**src/hw/rtl/pwng_pkg.sv**
```systemverilog
// ----------------------------------------------------------------------------
// pwng_pkg
// widths, coefficients, operation codes and helpers for the noise generator
// ----------------------------------------------------------------------------
package pwng_pkg;

	localparam int GEN_W       = 31;
	localparam int MULT_W      = 15;
	localparam int SAMPLE_W    = 24;
	localparam int GAIN_W      = 16;
	localparam int COEF_W      = 25;
	localparam int FRAC_W      = 24;
	localparam int OPA_W       = 32;
	localparam int PROD_W      = OPA_W + COEF_W;
	localparam int STATE_W     = 28;
	localparam int STATE_PRE_W = 34;
	localparam int X_W         = 25;
	localparam int SUM_W       = 32;
	localparam int NUM_POLES   = 6;
	localparam int IDX_W       = 3;
	localparam int STEP_W      = 5;
	localparam int REG_IDX_W   = 2;
	localparam int CFG_DATA_W  = 31;

	localparam logic [GEN_W-1:0]  GEN_MOD    = '1;
	localparam logic [GEN_W-1:0]  SEED_RESET = 31'd1;
	localparam logic [GAIN_W-1:0] GAIN_RESET = 16'd8251;

	localparam logic signed [COEF_W-1:0] PM_MULT  = 25'sd16807;
	localparam logic signed [COEF_W-1:0] PINK_DIV = 25'sd6639183;
	localparam logic signed [COEF_W-1:0] DIRECT_C = 25'sd8995943;
	localparam logic signed [COEF_W-1:0] DELAY_C  = 25'sd1944916;

	typedef enum logic [REG_IDX_W-1:0] {
		REG_MODE,
		REG_GAIN,
		REG_SEED
	} reg_idx_t;

	typedef enum logic [2:0] {
		OP_NONE,
		OP_RAND,
		OP_GAIN,
		OP_PINK,
		OP_DIRECT,
		OP_DELAY,
		OP_POLE_A,
		OP_POLE_C
	} op_t;

	typedef struct packed {
		op_t               op;
		logic [IDX_W-1:0]  idx;
		logic              seed_load;
		logic [GEN_W-1:0]  seed;
		logic              mode;
		logic [GAIN_W-1:0] gain;
	} ctrl_t;

	function automatic logic signed [COEF_W-1:0] pole_a(input logic [IDX_W-1:0] i);
		logic signed [COEF_W-1:0] c;
		case (i)
			3'd0:    c = 25'sd16758090;
			3'd1:    c = 25'sd16665144;
			3'd2:    c = 25'sd16257122;
			3'd3:    c = 25'sd14537458;
			3'd4:    c = 25'sd9227469;
			3'd5:    c = -25'sd12777528;
			default: c = '0;
		endcase
		return c;
	endfunction

	function automatic logic signed [COEF_W-1:0] pole_c(input logic [IDX_W-1:0] i);
		logic signed [COEF_W-1:0] c;
		case (i)
			3'd0:    c = 25'sd931436;
			3'd1:    c = 25'sd1259565;
			3'd2:    c = 25'sd2581208;
			3'd3:    c = 25'sd5209084;
			3'd4:    c = 25'sd8941454;
			3'd5:    c = -25'sd283501;
			default: c = '0;
		endcase
		return c;
	endfunction

	function automatic logic signed [STATE_W-1:0] sat_state(
		input logic signed [STATE_PRE_W-1:0] v
	);
		logic signed [STATE_W-1:0] r;
		if (v[STATE_PRE_W-1:STATE_W-1] == {(STATE_PRE_W-STATE_W+1){v[STATE_PRE_W-1]}}) begin
			r = v[STATE_W-1:0];
		end else if (v[STATE_PRE_W-1]) begin
			r = {1'b1, {(STATE_W-1){1'b0}}};
		end else begin
			r = {1'b0, {(STATE_W-1){1'b1}}};
		end
		return r;
	endfunction

	function automatic logic signed [SAMPLE_W-1:0] sat_sample(
		input logic signed [SUM_W-2:0] v
	);
		logic signed [SAMPLE_W-1:0] r;
		if (v[SUM_W-2:SAMPLE_W-1] == {(SUM_W-SAMPLE_W){v[SUM_W-2]}}) begin
			r = v[SAMPLE_W-1:0];
		end else if (v[SUM_W-2]) begin
			r = {1'b1, {(SAMPLE_W-1){1'b0}}};
		end else begin
			r = {1'b0, {(SAMPLE_W-1){1'b1}}};
		end
		return r;
	endfunction

	function automatic logic [GEN_W-1:0] fix_seed(input logic [GEN_W-1:0] s);
		logic [GEN_W-1:0] r;
		if (s == '0 || s == GEN_MOD) begin
			r = SEED_RESET;
		end else begin
			r = s;
		end
		return r;
	endfunction

endpackage

```
**src/hw/rtl/pwng_tick_if.sv**
```systemverilog
// ----------------------------------------------------------------------------
// pwng_tick_if
// request channel carrying the sample tick
// ----------------------------------------------------------------------------
interface pwng_tick_if;

	logic valid;
	logic ready;
	logic tick;

	modport source (output valid, output tick, input ready);
	modport sink   (input valid, input tick, output ready);

endinterface

```
**src/hw/rtl/pwng_noise_if.sv**
```systemverilog
// ----------------------------------------------------------------------------
// pwng_noise_if
// result channel carrying the noise sample and the raw generator value
// ----------------------------------------------------------------------------
interface pwng_noise_if;

	logic                                 valid;
	logic                                 ready;
	logic signed [pwng_pkg::SAMPLE_W-1:0] sample;
	logic        [pwng_pkg::GEN_W-1:0]    raw_random;

	modport source (output valid, output sample, output raw_random, input ready);
	modport sink   (input valid, input sample, input raw_random, output ready);

endinterface

```
**src/hw/rtl/pwng_mul.sv**
```systemverilog
// ----------------------------------------------------------------------------
// pwng_mul
// shared signed multiplier with registered product
// ----------------------------------------------------------------------------
module pwng_mul (
	input  logic                                clk,
	input  logic signed [pwng_pkg::OPA_W-1:0]   opa,
	input  logic signed [pwng_pkg::COEF_W-1:0]  opb,
	output logic signed [pwng_pkg::PROD_W-1:0]  prod_s1
);
	import pwng_pkg::*;

	always_ff @(posedge clk) begin
		prod_s1 <= opa * opb;
	end

endmodule

```
**src/hw/rtl/pwng_datapath.sv**
```systemverilog
// ----------------------------------------------------------------------------
// pwng_datapath
// operand selection, generator state, filter states and accumulation
// ----------------------------------------------------------------------------
module pwng_datapath (
	input  logic                                 clk,
	input  logic                                 arst_n,
	input  pwng_pkg::ctrl_t                      ctrl,
	output logic signed [pwng_pkg::SAMPLE_W-1:0] sample,
	output logic        [pwng_pkg::GEN_W-1:0]    raw_random
);
	import pwng_pkg::*;

	logic        [GEN_W-1:0]    gen_q;
	logic signed [STATE_W-1:0]  pole_q [NUM_POLES];
	logic signed [STATE_W-1:0]  delay_q;
	op_t                        op_s1;
	logic        [IDX_W-1:0]    idx_s1;

	logic signed [SAMPLE_W-1:0] w_q;
	logic signed [X_W-1:0]      x_q;
	logic signed [PROD_W:0]     acc_q;
	logic signed [SUM_W-1:0]    sum_q;
	logic signed [STATE_W-1:0]  pnew_q;

	logic signed [OPA_W-1:0]    opa;
	logic signed [COEF_W-1:0]   opb;
	logic signed [PROD_W-1:0]   prod_s1;

	logic signed [SAMPLE_W-1:0] u;
	logic        [GEN_W:0]      fold1;
	logic        [GEN_W-1:0]    fold2;
	logic signed [PROD_W:0]     pole_sum;
	logic signed [STATE_W-1:0]  pole_new;
	logic signed [STATE_W-1:0]  delay_new;
	logic signed [SUM_W-1:0]    final_sum;

	// uniform value in q1.23
	assign u = {~gen_q[GEN_W-1], gen_q[GEN_W-2:GEN_W-SAMPLE_W]};

	always_comb begin
		unique case (ctrl.op)
			OP_RAND: begin
				opa = {1'b0, gen_q};
				opb = PM_MULT;
			end
			OP_GAIN: begin
				opa = OPA_W'(u);
				opb = {{(COEF_W-GAIN_W){1'b0}}, ctrl.gain};
			end
			OP_PINK: begin
				opa = OPA_W'(w_q);
				opb = PINK_DIV;
			end
			OP_DIRECT: begin
				opa = OPA_W'(x_q);
				opb = DIRECT_C;
			end
			OP_DELAY: begin
				opa = OPA_W'(x_q);
				opb = DELAY_C;
			end
			OP_POLE_A: begin
				opa = OPA_W'(pole_q[ctrl.idx]);
				opb = pole_a(ctrl.idx);
			end
			OP_POLE_C: begin
				opa = OPA_W'(x_q);
				opb = pole_c(ctrl.idx);
			end
			OP_NONE: begin
				opa = '0;
				opb = '0;
			end
		endcase
	end

	pwng_mul u_mul (
		.clk     (clk),
		.opa     (opa),
		.opb     (opb),
		.prod_s1 (prod_s1)
	);

	// modulo 2^31-1 by end-around folding
	assign fold1 = {1'b0, prod_s1[GEN_W-1:0]} + (GEN_W+1)'(prod_s1[GEN_W+MULT_W-1:GEN_W]);
	assign fold2 = fold1[GEN_W-1:0] + GEN_W'(fold1[GEN_W]);

	assign pole_sum  = acc_q + (PROD_W+1)'(prod_s1);
	assign pole_new  = sat_state(pole_sum[PROD_W:FRAC_W]);
	assign delay_new = sat_state(STATE_PRE_W'($signed(prod_s1[PROD_W-1:FRAC_W])));
	assign final_sum = sum_q + SUM_W'(pnew_q);

	always_ff @(posedge clk or negedge arst_n) begin
		if (!arst_n) begin
			gen_q   <= SEED_RESET;
			delay_q <= '0;
			op_s1   <= OP_NONE;
			idx_s1  <= '0;
			for (int i = 0; i < NUM_POLES; i++) begin
				pole_q[i] <= '0;
			end
		end else begin
			op_s1  <= ctrl.op;
			idx_s1 <= ctrl.idx;
			if (ctrl.seed_load) begin
				gen_q <= ctrl.seed;
			end else if (op_s1 == OP_RAND) begin
				gen_q <= fold2;
			end
			if (op_s1 == OP_DELAY) begin
				delay_q <= delay_new;
			end
			if (op_s1 == OP_POLE_C) begin
				pole_q[idx_s1] <= pole_new;
			end
		end
	end

	always_ff @(posedge clk) begin
		unique case (op_s1)
			OP_GAIN: begin
				w_q <= prod_s1[GAIN_W+SAMPLE_W-1:GAIN_W];
			end
			OP_PINK: begin
				x_q <= {prod_s1[FRAC_W+SAMPLE_W-1:FRAC_W], 1'b0};
			end
			OP_DIRECT: begin
				sum_q  <= SUM_W'(delay_q) + SUM_W'($signed(prod_s1[FRAC_W+X_W-1:FRAC_W]));
				pnew_q <= '0;
			end
			OP_POLE_A: begin
				acc_q <= (PROD_W+1)'(prod_s1);
			end
			OP_POLE_C: begin
				sum_q  <= sum_q + SUM_W'(pnew_q);
				pnew_q <= pole_new;
			end
			default: begin
			end
		endcase
	end

	assign sample     = ctrl.mode ? sat_sample(final_sum[SUM_W-1:1]) : w_q;
	assign raw_random = gen_q;

endmodule

```
**src/hw/rtl/pink_white_noise_generator_core.sv**
```systemverilog
// ----------------------------------------------------------------------------
// pink_white_noise_generator_core
// white or pink noise samples from a 31-bit multiplicative generator
// ----------------------------------------------------------------------------
// a new tick is taken only in the idle state, after the previous sample has
// been loaded into the result register, which waits while the output stalls;
// the single shared multiplier forms all 17 products of a pink sample
// a zero tick is taken and produces no result
// reset: white mode, level 8251, generator state 1, filter states cleared
module pink_white_noise_generator_core (
	input  logic                                 clk,
	input  logic                                 arst_n,
	pwng_tick_if.sink                            req,
	pwng_noise_if.source                         res,
	input  logic                                 wr_en,
	input  logic [pwng_pkg::REG_IDX_W-1:0]       wr_index,
	input  logic [pwng_pkg::CFG_DATA_W-1:0]      wr_data
);
	import pwng_pkg::*;

	localparam logic [STEP_W-1:0] STEP_RAND       = 5'd0;
	localparam logic [STEP_W-1:0] STEP_GAIN       = 5'd2;
	localparam logic [STEP_W-1:0] STEP_PINK       = 5'd4;
	localparam logic [STEP_W-1:0] STEP_DIRECT     = 5'd6;
	localparam logic [STEP_W-1:0] STEP_DELAY      = 5'd7;
	localparam logic [STEP_W-1:0] STEP_POLE_FIRST = 5'd8;
	localparam logic [STEP_W-1:0] STEP_POLE_LAST  = 5'd19;
	localparam logic [STEP_W-1:0] STEP_WHITE_DONE = 5'd4;
	localparam logic [STEP_W-1:0] STEP_PINK_DONE  = 5'd21;

	typedef enum logic {
		ST_IDLE,
		ST_RUN
	} state_t;

	state_t                     state_q;
	logic [STEP_W-1:0]          step_q;
	logic                       res_valid_q;
	logic signed [SAMPLE_W-1:0] sample_q;
	logic [GEN_W-1:0]           raw_q;
	logic                       mode_q;
	logic [GAIN_W-1:0]          gain_q;

	ctrl_t                      ctrl;
	logic signed [SAMPLE_W-1:0] dp_sample;
	logic [GEN_W-1:0]           dp_raw;
	logic                       start;
	logic                       last;
	logic                       can_load;
	logic [STEP_W-1:0]          pole_step;

	function automatic op_t step_op(input logic [STEP_W-1:0] s);
		op_t o;
		priority if (s == STEP_RAND) begin
			o = OP_RAND;
		end else if (s == STEP_GAIN) begin
			o = OP_GAIN;
		end else if (s == STEP_PINK) begin
			o = OP_PINK;
		end else if (s == STEP_DIRECT) begin
			o = OP_DIRECT;
		end else if (s == STEP_DELAY) begin
			o = OP_DELAY;
		end else if (s >= STEP_POLE_FIRST && s <= STEP_POLE_LAST) begin
			o = s[0] ? OP_POLE_C : OP_POLE_A;
		end else begin
			o = OP_NONE;
		end
		return o;
	endfunction

	assign req.ready = (state_q == ST_IDLE);
	assign start     = req.valid && req.ready && req.tick;
	assign last      = mode_q ? (step_q == STEP_PINK_DONE) : (step_q == STEP_WHITE_DONE);
	assign can_load  = !res_valid_q || res.ready;
	assign pole_step = step_q - STEP_POLE_FIRST;

	always_comb begin
		ctrl.op        = (state_q == ST_RUN && !last) ? step_op(step_q) : OP_NONE;
		ctrl.idx       = pole_step[IDX_W:1];
		ctrl.seed_load = wr_en && (wr_index == REG_SEED);
		ctrl.seed      = fix_seed(wr_data[GEN_W-1:0]);
		ctrl.mode      = mode_q;
		ctrl.gain      = gain_q;
	end

	// configuration registers
	always_ff @(posedge clk or negedge arst_n) begin
		if (!arst_n) begin
			mode_q <= 1'b0;
			gain_q <= GAIN_RESET;
		end else if (wr_en) begin
			case (wr_index)
				REG_MODE: mode_q <= wr_data[0];
				REG_GAIN: gain_q <= wr_data[GAIN_W-1:0];
				default: begin
				end
			endcase
		end
	end

	pwng_datapath u_datapath (
		.clk        (clk),
		.arst_n     (arst_n),
		.ctrl       (ctrl),
		.sample     (dp_sample),
		.raw_random (dp_raw)
	);

	always_ff @(posedge clk or negedge arst_n) begin
		if (!arst_n) begin
			state_q     <= ST_IDLE;
			step_q      <= '0;
			res_valid_q <= 1'b0;
			sample_q    <= '0;
			raw_q       <= '0;
		end else begin
			if (state_q == ST_RUN && last && can_load) begin
				res_valid_q <= 1'b1;
			end else if (res.ready) begin
				res_valid_q <= 1'b0;
			end
			unique case (state_q)
				ST_IDLE: begin
					if (start) begin
						state_q <= ST_RUN;
						step_q  <= '0;
					end
				end
				ST_RUN: begin
					if (last) begin
						if (can_load) begin
							sample_q    <= dp_sample;
							raw_q       <= dp_raw;
							state_q     <= ST_IDLE;
							step_q      <= '0;
						end
					end else begin
						step_q <= step_q + 1'b1;
					end
				end
			endcase
		end
	end

	assign res.valid      = res_valid_q;
	assign res.sample     = sample_q;
	assign res.raw_random = raw_q;

	a_step_range: assert property (@(posedge clk) disable iff (!arst_n)
		state_q == ST_RUN |-> step_q <= STEP_PINK_DONE)
		else $error("step counter past final step");

	a_white_short: assert property (@(posedge clk) disable iff (!arst_n)
		state_q == ST_RUN && !mode_q |-> step_q <= STEP_WHITE_DONE)
		else $error("white sample ran into filter steps");

	a_start_clean: assert property (@(posedge clk) disable iff (!arst_n)
		start |=> state_q == ST_RUN && step_q == '0)
		else $error("sequence did not start at first step");

	a_result_source: assert property (@(posedge clk) disable iff (!arst_n)
		$rose(res_valid_q) |-> $past(state_q == ST_RUN && last))
		else $error("result raised outside final step");

endmodule

```
**src/flat_wrapper.sv**
```systemverilog
// flat-port wrapper written by rule: the top's interface ports become plain ports
module pink_white_noise_generator_core_flat import pwng_pkg::*;
  (clk, arst_n, wr_en, wr_index, wr_data, req_valid, req_tick, req_ready, res_valid, res_sample, res_raw_random, res_ready);
  pwng_tick_if req_i ();
  pwng_noise_if res_i ();
  input  logic clk;
  input  logic arst_n;
  input  logic wr_en;
  input  logic [pwng_pkg::REG_IDX_W-1:0] wr_index;
  input  logic [pwng_pkg::CFG_DATA_W-1:0] wr_data;
  input wire logic [$bits(req_i.valid)-1:0] req_valid;
  input wire logic [$bits(req_i.tick)-1:0] req_tick;
  output wire logic [$bits(req_i.ready)-1:0] req_ready;
  output wire logic [$bits(res_i.valid)-1:0] res_valid;
  output wire logic [$bits(res_i.sample)-1:0] res_sample;
  output wire logic [$bits(res_i.raw_random)-1:0] res_raw_random;
  input wire logic [$bits(res_i.ready)-1:0] res_ready;
  assign req_i.valid = req_valid;
  assign req_i.tick = req_tick;
  assign req_ready = req_i.ready;
  assign res_valid = res_i.valid;
  assign res_sample = res_i.sample;
  assign res_raw_random = res_i.raw_random;
  assign res_i.ready = res_ready;
  pink_white_noise_generator_core u_core (.clk(clk), .arst_n(arst_n), .req(req_i), .res(res_i), .wr_en(wr_en), .wr_index(wr_index), .wr_data(wr_data));
endmodule
```
**config.mk**
```make
export PLATFORM = sky130hd
export DESIGN_NAME = pink_white_noise_generator_core_flat
export DESIGN_NICKNAME = d
export VERILOG_FILES = /design/src/hw/rtl/pwng_pkg.sv /design/src/hw/rtl/pwng_tick_if.sv /design/src/hw/rtl/pwng_noise_if.sv /design/src/hw/rtl/pwng_mul.sv /design/src/hw/rtl/pwng_datapath.sv /design/src/hw/rtl/pink_white_noise_generator_core.sv /design/src/flat_wrapper.sv
export SDC_FILE = /design/constraint.sdc
export NUM_CORES = 2
export LEC_CHECK = 0
export ABC_AREA = 1
export ABC_CLOCK_PERIOD_IN_PS = 16000
export BUFFER_PORTS_ARGS = -buffer_cell sky130_fd_sc_hd__buf_2
export CAP_MARGIN = 20
export CORE_UTILIZATION = 50
export CTS_BUF_LIST = sky130_fd_sc_hd__clkbuf_8
export DETAILED_ROUTE_END_ITERATION = 16
export GPL_ROUTABILITY_DRIVEN = 1
export PLACE_DENSITY = 0.7
export SYNTH_ARGS = -nofsm -noshare
export SYNTH_HDL_FRONTEND = slang
export SYNTH_HIERARCHICAL = 1
export SYNTH_SLANG_ARGS = --single-unit
```
**constraint.sdc**
```tcl
create_clock -name clk -period 16 [get_ports clk]
set_input_delay 0.8 -clock clk [delete_from_list [all_inputs] [get_ports clk]]
set_output_delay 0.8 -clock clk [all_outputs]
set_load 0.01 [all_outputs]
```
== Yosys cells after proc, flatten, opt, wreduce, memory -nomap -nowiden ==
Index checks and enable logic that the tools add are counted.
Widths: inputs -> output; s select.

* Bits in registers: 534
* Input port bits: 39
* Output and inout port bits: 57
* Word-level logic and storage cells: 138

* $add $sub $neg: 7
* Multiply operators: 1
* Order comparisons: 5
* Eq/ne operators: 32
* Multiplexer cells: 41
* Bitwise operators: 4
* Reduce and logical (&&, ||, !) cells: 25

{| class="wikitable"
|+ Operator list
! operator !! number
|-
| $pmux 25 s6 || 2
|-
| $pmux 25 s8 || 1
|-
| $mux 28 || 7
|-
| $pmux 32 s6 || 1
|-
| $bwmux 168 || 1
|-
| $mux 31 || 3
|-
| $bmux 28 s3 || 1
|-
| $demux 28 s3 || 1
|-
| $mux 24 || 3
|-
| $pmux 32 s2 || 1
|-
| $add 57x57->58 || 1
|-
| $mul 32x25->57 || 1
|-
| $pmux 28 s2 || 1
|-
| $add 31x15->32 || 1
|-
| $add 32x28->32 || 1
|-
| $add 31x1->31 || 1
|-
| $eq 31x31->1 const B || 1
|-
| $logic_not 31->1 || 1
|-
| $eq 3x3->1 const B || 10
|-
| $add 28x25->29 || 1
|-
| $mux 3 || 7
|-
| $eq 3x2->1 const B || 6
|-
| $eq 5x3->1 const B || 3
|-
| $mux 5 || 3
|-
| other kinds (31) || 56
|}

== Logic depth before layout (Yosys ltp) ==
* Depth in word-level cells: 13
* Depth in mapped cells: 49
* Depth with buffers taken out: 47

== Modules after synthesis ==
The synthesis kept the hierarchy.

{| class="wikitable"
|+ By module, submodules not included
! module !! instances !! cells an instance !! area each (um2) !! sequential area each (um2)
|-
| pwng_mul || 1 || 4310 || 32288.5 || 1141.1
|-
| pwng_datapath || 1 || 3894 || 28279.6 || 10786.6
|-
| pink_white_noise_generator_core || 1 || 521 || 3966.3 || 1984.4
|}

== Worst setup path before layout ==
Ideal clock, no wire load.

* Path kind: register -> register
* Start: reg u_core.step_q[1]
* End: reg u_core/u_datapath/u_mul/prod_s1[55] (netlist bit)
* Library setup time: 0.113 ns
* Arrival: 8.451 ns
* Data required time: 15.887 ns
* Setup slack: 7.436 ns
* Cell stages (with the launch flop): 40
* Buffers on the path: 2
* Period minus slack after synthesis: 8.564 ns
* Cell sequence: dfrtp_1 > inv_1 > ha_1 > nand3_1 > a21oi_4 > nor2_1 > o21ai_0 > nor2_1 > inv_1 > nor2_1 > inv_1 > nor2_1 > inv_1 > o2bb2ai_1 > nor2_1 > nand2_1 > clkbuf_1 > clkbuf_1 > [... 4 more ...] > inv_1 > fa_1 > inv_1 > fa_1 > inv_1 > fa_1 > inv_1 > fa_1 > inv_1 > fa_1 > inv_1 > ha_1 > nand4_1 > nor3_1 > and2_2 > nand2_1 > nand4_1 > nand2_1

{| class="wikitable"
|+ RTL lines
! element !! RTL line !! source
|-
| start: declaration || pink_white_noise_generator_core.sv:37 || <nowiki>logic [STEP_W-1:0] step_q;</nowiki>
|-
| start signal: assignment || pink_white_noise_generator_core.sv:139 || <nowiki>step_q <= step_q + 1'b1;</nowiki>
|-
| end signal: assignment || pwng_mul.sv:14 || <nowiki>prod_s1 <= opa * opb;</nowiki>
|-
| end: declaration || pwng_mul.sv:9 || <nowiki>output logic signed [pwng_pkg::PROD_W-1:0] prod_s1</nowiki>
|}

==> results.md <==
- Most frequent cells in the layout: nand2_1, inv_1, fa_1, nor2_1, dfrtp_1
- Post-route ant nets: 0
- Share of layout cells above drive strength 1: 6.777%
- Setup Skew: 0.04980 ns
- Max Cap Viol: 0
- CTS Hold Bufs: 0
- Die area: 130500 sq um
- Post-CTS sizing: 0
- Vias in the first global route: 58194
- Die Span Y: 361.3 um
- Status: completed
- H-Tree Depth: 3
- Syn Area/Cell: 7.396 sq um
- Num rows: 131
- Synth cell types: 68
- CTS tree: yes
- Synth warn: 6
- Synthesized flop and latch total: 534
- Initial antenna violation count: 16
- Hold Crit Class: in -> async
- Slowest stage cell, crit path: o2bb2ai_1
- Complex-gate fraction of the synthesized area: 6.441%
- CP Data Arrival Time: 11.82 ns
- Avg WL per Cell: 22.62 um
- Worst path top cell family by delay: adder cells
- Longest Clk Path Bufs: 3
- Startpoint Class: flip-flop
- Vias per std cell: 5.467
- TritonCTS Buffers: 96
- Mapped Nets: 9877
- Top Ports: 96
- Area share of the leading cell type in the synthesized netlist: 25.50%
- Fin crit share: 69.96%
- Post-Syn Area: 64530 sq um
- Reg clk slew, reported paths: 0.06 ns
- Fmax: 89.33 MHz
- Final setup fails: 0
- 1st-iter DRT viols: 6259
- Largest family of logic cells by synthesized area: adder cells
- Largest net degree at the start of global routing: 103
- Chip Width: 361.3 um
- Final Hold Vio Count: 0
- Post-synth top area cell: fa_1
- DPL Wire Length: 187.5 mm
- Dominant cells by area after synthesis: fa_1, nand2_1, dfrtp_1, inv_1, edfxtp_1
- Final GP Congestion: 1.068
- CTS Root Cell: clkbuf_8
- Area delta synth->final: 7.329%
- Synth async-reset ratio: 58.43%
- Worst-path fanout max: 60
- First-pass GRT wire length: 360.9 mm
- Relative slew slack: 24.97%
- Post-synth EDFFs: 165
- Kind of critical path: reg -> reg
- Max Slew Vio Count: 0
- Core Region: 127800 sq um
- Via Count: 57345
- Commonest non-fill, non-tap cell in the layout: nand2_1
- Max incr delay on CP: 0.78 ns
- Setup TNS: 0 ns
- Worst slew pin tran: 1.124 ns
- Global route overflow: 0
- Worst EP required: 16.62 ns
- Critical Path End Type: flip-flop
- Cells after Synth: 8725
- RSZ-0062 raised after global routing: no
- Overall Global Routing Usage: 36.90%
- Final min period: 11.19 ns
- Worst skew pair latency: 0.77 ns
- Postcts setup bufs: 0
- Mux share of post-synthesis cell area: 0%
- Drt drc: 0
- Most used cell, CP: inv_1
- Final Net Count: 9893
- Fill count: 12371
- Synth Flop Type: dfrtp_1
- Register area share after synthesis: 21.56%
- Clock sinks: 534
- Post-Synth XOR/XNOR Area: 1.586%
- 1st-pass router iterations: 7
- Starting Density: 50.48%
- Simple-Gate Fraction of Synth Area: 25.62%
- Final core occ: 54.18%
- Post-Synth Adder-Cell Area: 31.14%
- Port bufs: 95
- WL final: 237.3 mm
- Worst Path Buf+Inv: 15
area by class of cell:
| type | instances | area [sq um] | area share [%] |
|---|---|---|---|
| well taps | 1662 | 2079 | 3.002 |
| clock inverters | 65 | 485.5 | 0.7009 |
| flip-flops and latches | 534 | 13910 | 20.09 |
| multi-input cells | 5887 | 42100 | 60.79 |
| diodes | 3 | 7.507 | 0.01084 |
| repair buffers | 232 | 1609 | 2.323 |
| clock buffers | 116 | 1597 | 2.305 |
| inverters | 1990 | 7470 | 10.78 |
worst paths after layout:
| kind | endpoint | cells past startpoint | from | slack (ns) |
|---|---|---|---|---|
| worst max register to register | u_core/u_datapath/u_mul/prod_s1[37]$_DFF_P_ | 43 | u_core/step_q[1]$_DFFE_PN0P_ | 4.81 |
| min in group clk | u_core/mode_q$_DFFE_PN0P_ | 2 | wr_en | 0.35 |
| max in group asynchronous | u_core/u_datapath/pole_q[19]$_DFFE_PN0P_ | 3 | arst_n | 13.43 |
| worst min register to register | u_core/res.sample[14]$_DFFE_PN0P_ | 2 | u_core/res.sample[14]$_DFFE_PN0P_ | 0.47 |
| worst min-delay path | u_core/res.raw_random[25]$_DFFE_PN0P_ | 1 | arst_n | 0.06 |
| worst max-delay path | u_core/u_datapath/u_mul/prod_s1[37]$_DFF_P_ | 43 | u_core/step_q[1]$_DFFE_PN0P_ | 4.81 |
synthesized netlist by cell type, types with 21 or more instances:
cell,n
nor2_1,519
xnor2_1,38
nand3_1,227
clkbuf_1,273
o21ai_0,149
nor3_1,51
nor2_2,21
o221ai_1,25
nand4_1,120
a22o_1,28
edfxtp_1,165
nand2_2,25
fa_1,822
dfrtp_1,305
xor2_1,77
a21oi_1,284
a22oi_1,70
inv_1,1959
o211ai_1,33
nand2_4,22
inv_2,25
ha_1,291
dfxtp_1,57
o21bai_1,24
nand2_1,2886
routing by layer:
| metal | GRT usage (%) | vias up | share of wire (%) |
|---|---|---|---|
| met3 | 8.842 | 448 | 11 |
| met5 | 0 | - | 0.048 |
| li1 | - | 26151 | - |
| met4 | 14.27 | 16 | 4.4 |
| met2 | 56.63 | 2951 | 44 |
| met1 | 50.48 | 27779 | 41 |
through the flow:
step	instance area, sq um	worst slack [ns]	cells	hold slack [ns]
finish	69260	4.806	10489	0.05999
global route	69260	4.103	10489	0.1194
CTS	69180	5.108	10482	0.08263
detailed placement	67100	5.121	10301	0.4528
global placement	67030	5.143	10298	0.4489
floorplan	64530	7.436	8725	0.4345
sequential cells by signal, summed over array words and instances (netlist names):
name and cells:
u_core/gain_q 16, u_core/mode_q 1, u_core/res.raw_random 31, u_core/res.sample 24, u_core/res.valid 1, u_core/state_q 1
u_core/step_q 5, u_core/u_datapath/acc_q 57, u_core/u_datapath/delay_q 28, u_core/u_datapath/idx_s1 3, u_core/u_datapath/op_s1 3, u_core/u_datapath/pnew_q 28
u_core/u_datapath/pole_q 168, u_core/u_datapath/raw_random 31, u_core/u_datapath/sum_q 32, u_core/u_datapath/u_mul/prod_s1 57, u_core/u_datapath/w_q 24, u_core/u_datapath/x_q 24
kinds of logic (layout without fill, tap and decap cells):
kind of cell,count (synthesis),count (layout)
buffers and inverters,2304,2403
other,0,3
AOI/OAI and AO/OA,688,688
xor gates and xnor gates,116,116
and+or+nand+nor,3970,3970
adders and majority gates,1113,1113
DFF,534,534
Power is not shown: default switching activity piles up to over one toggle a cycle in this logic, so the estimate is an artifact.
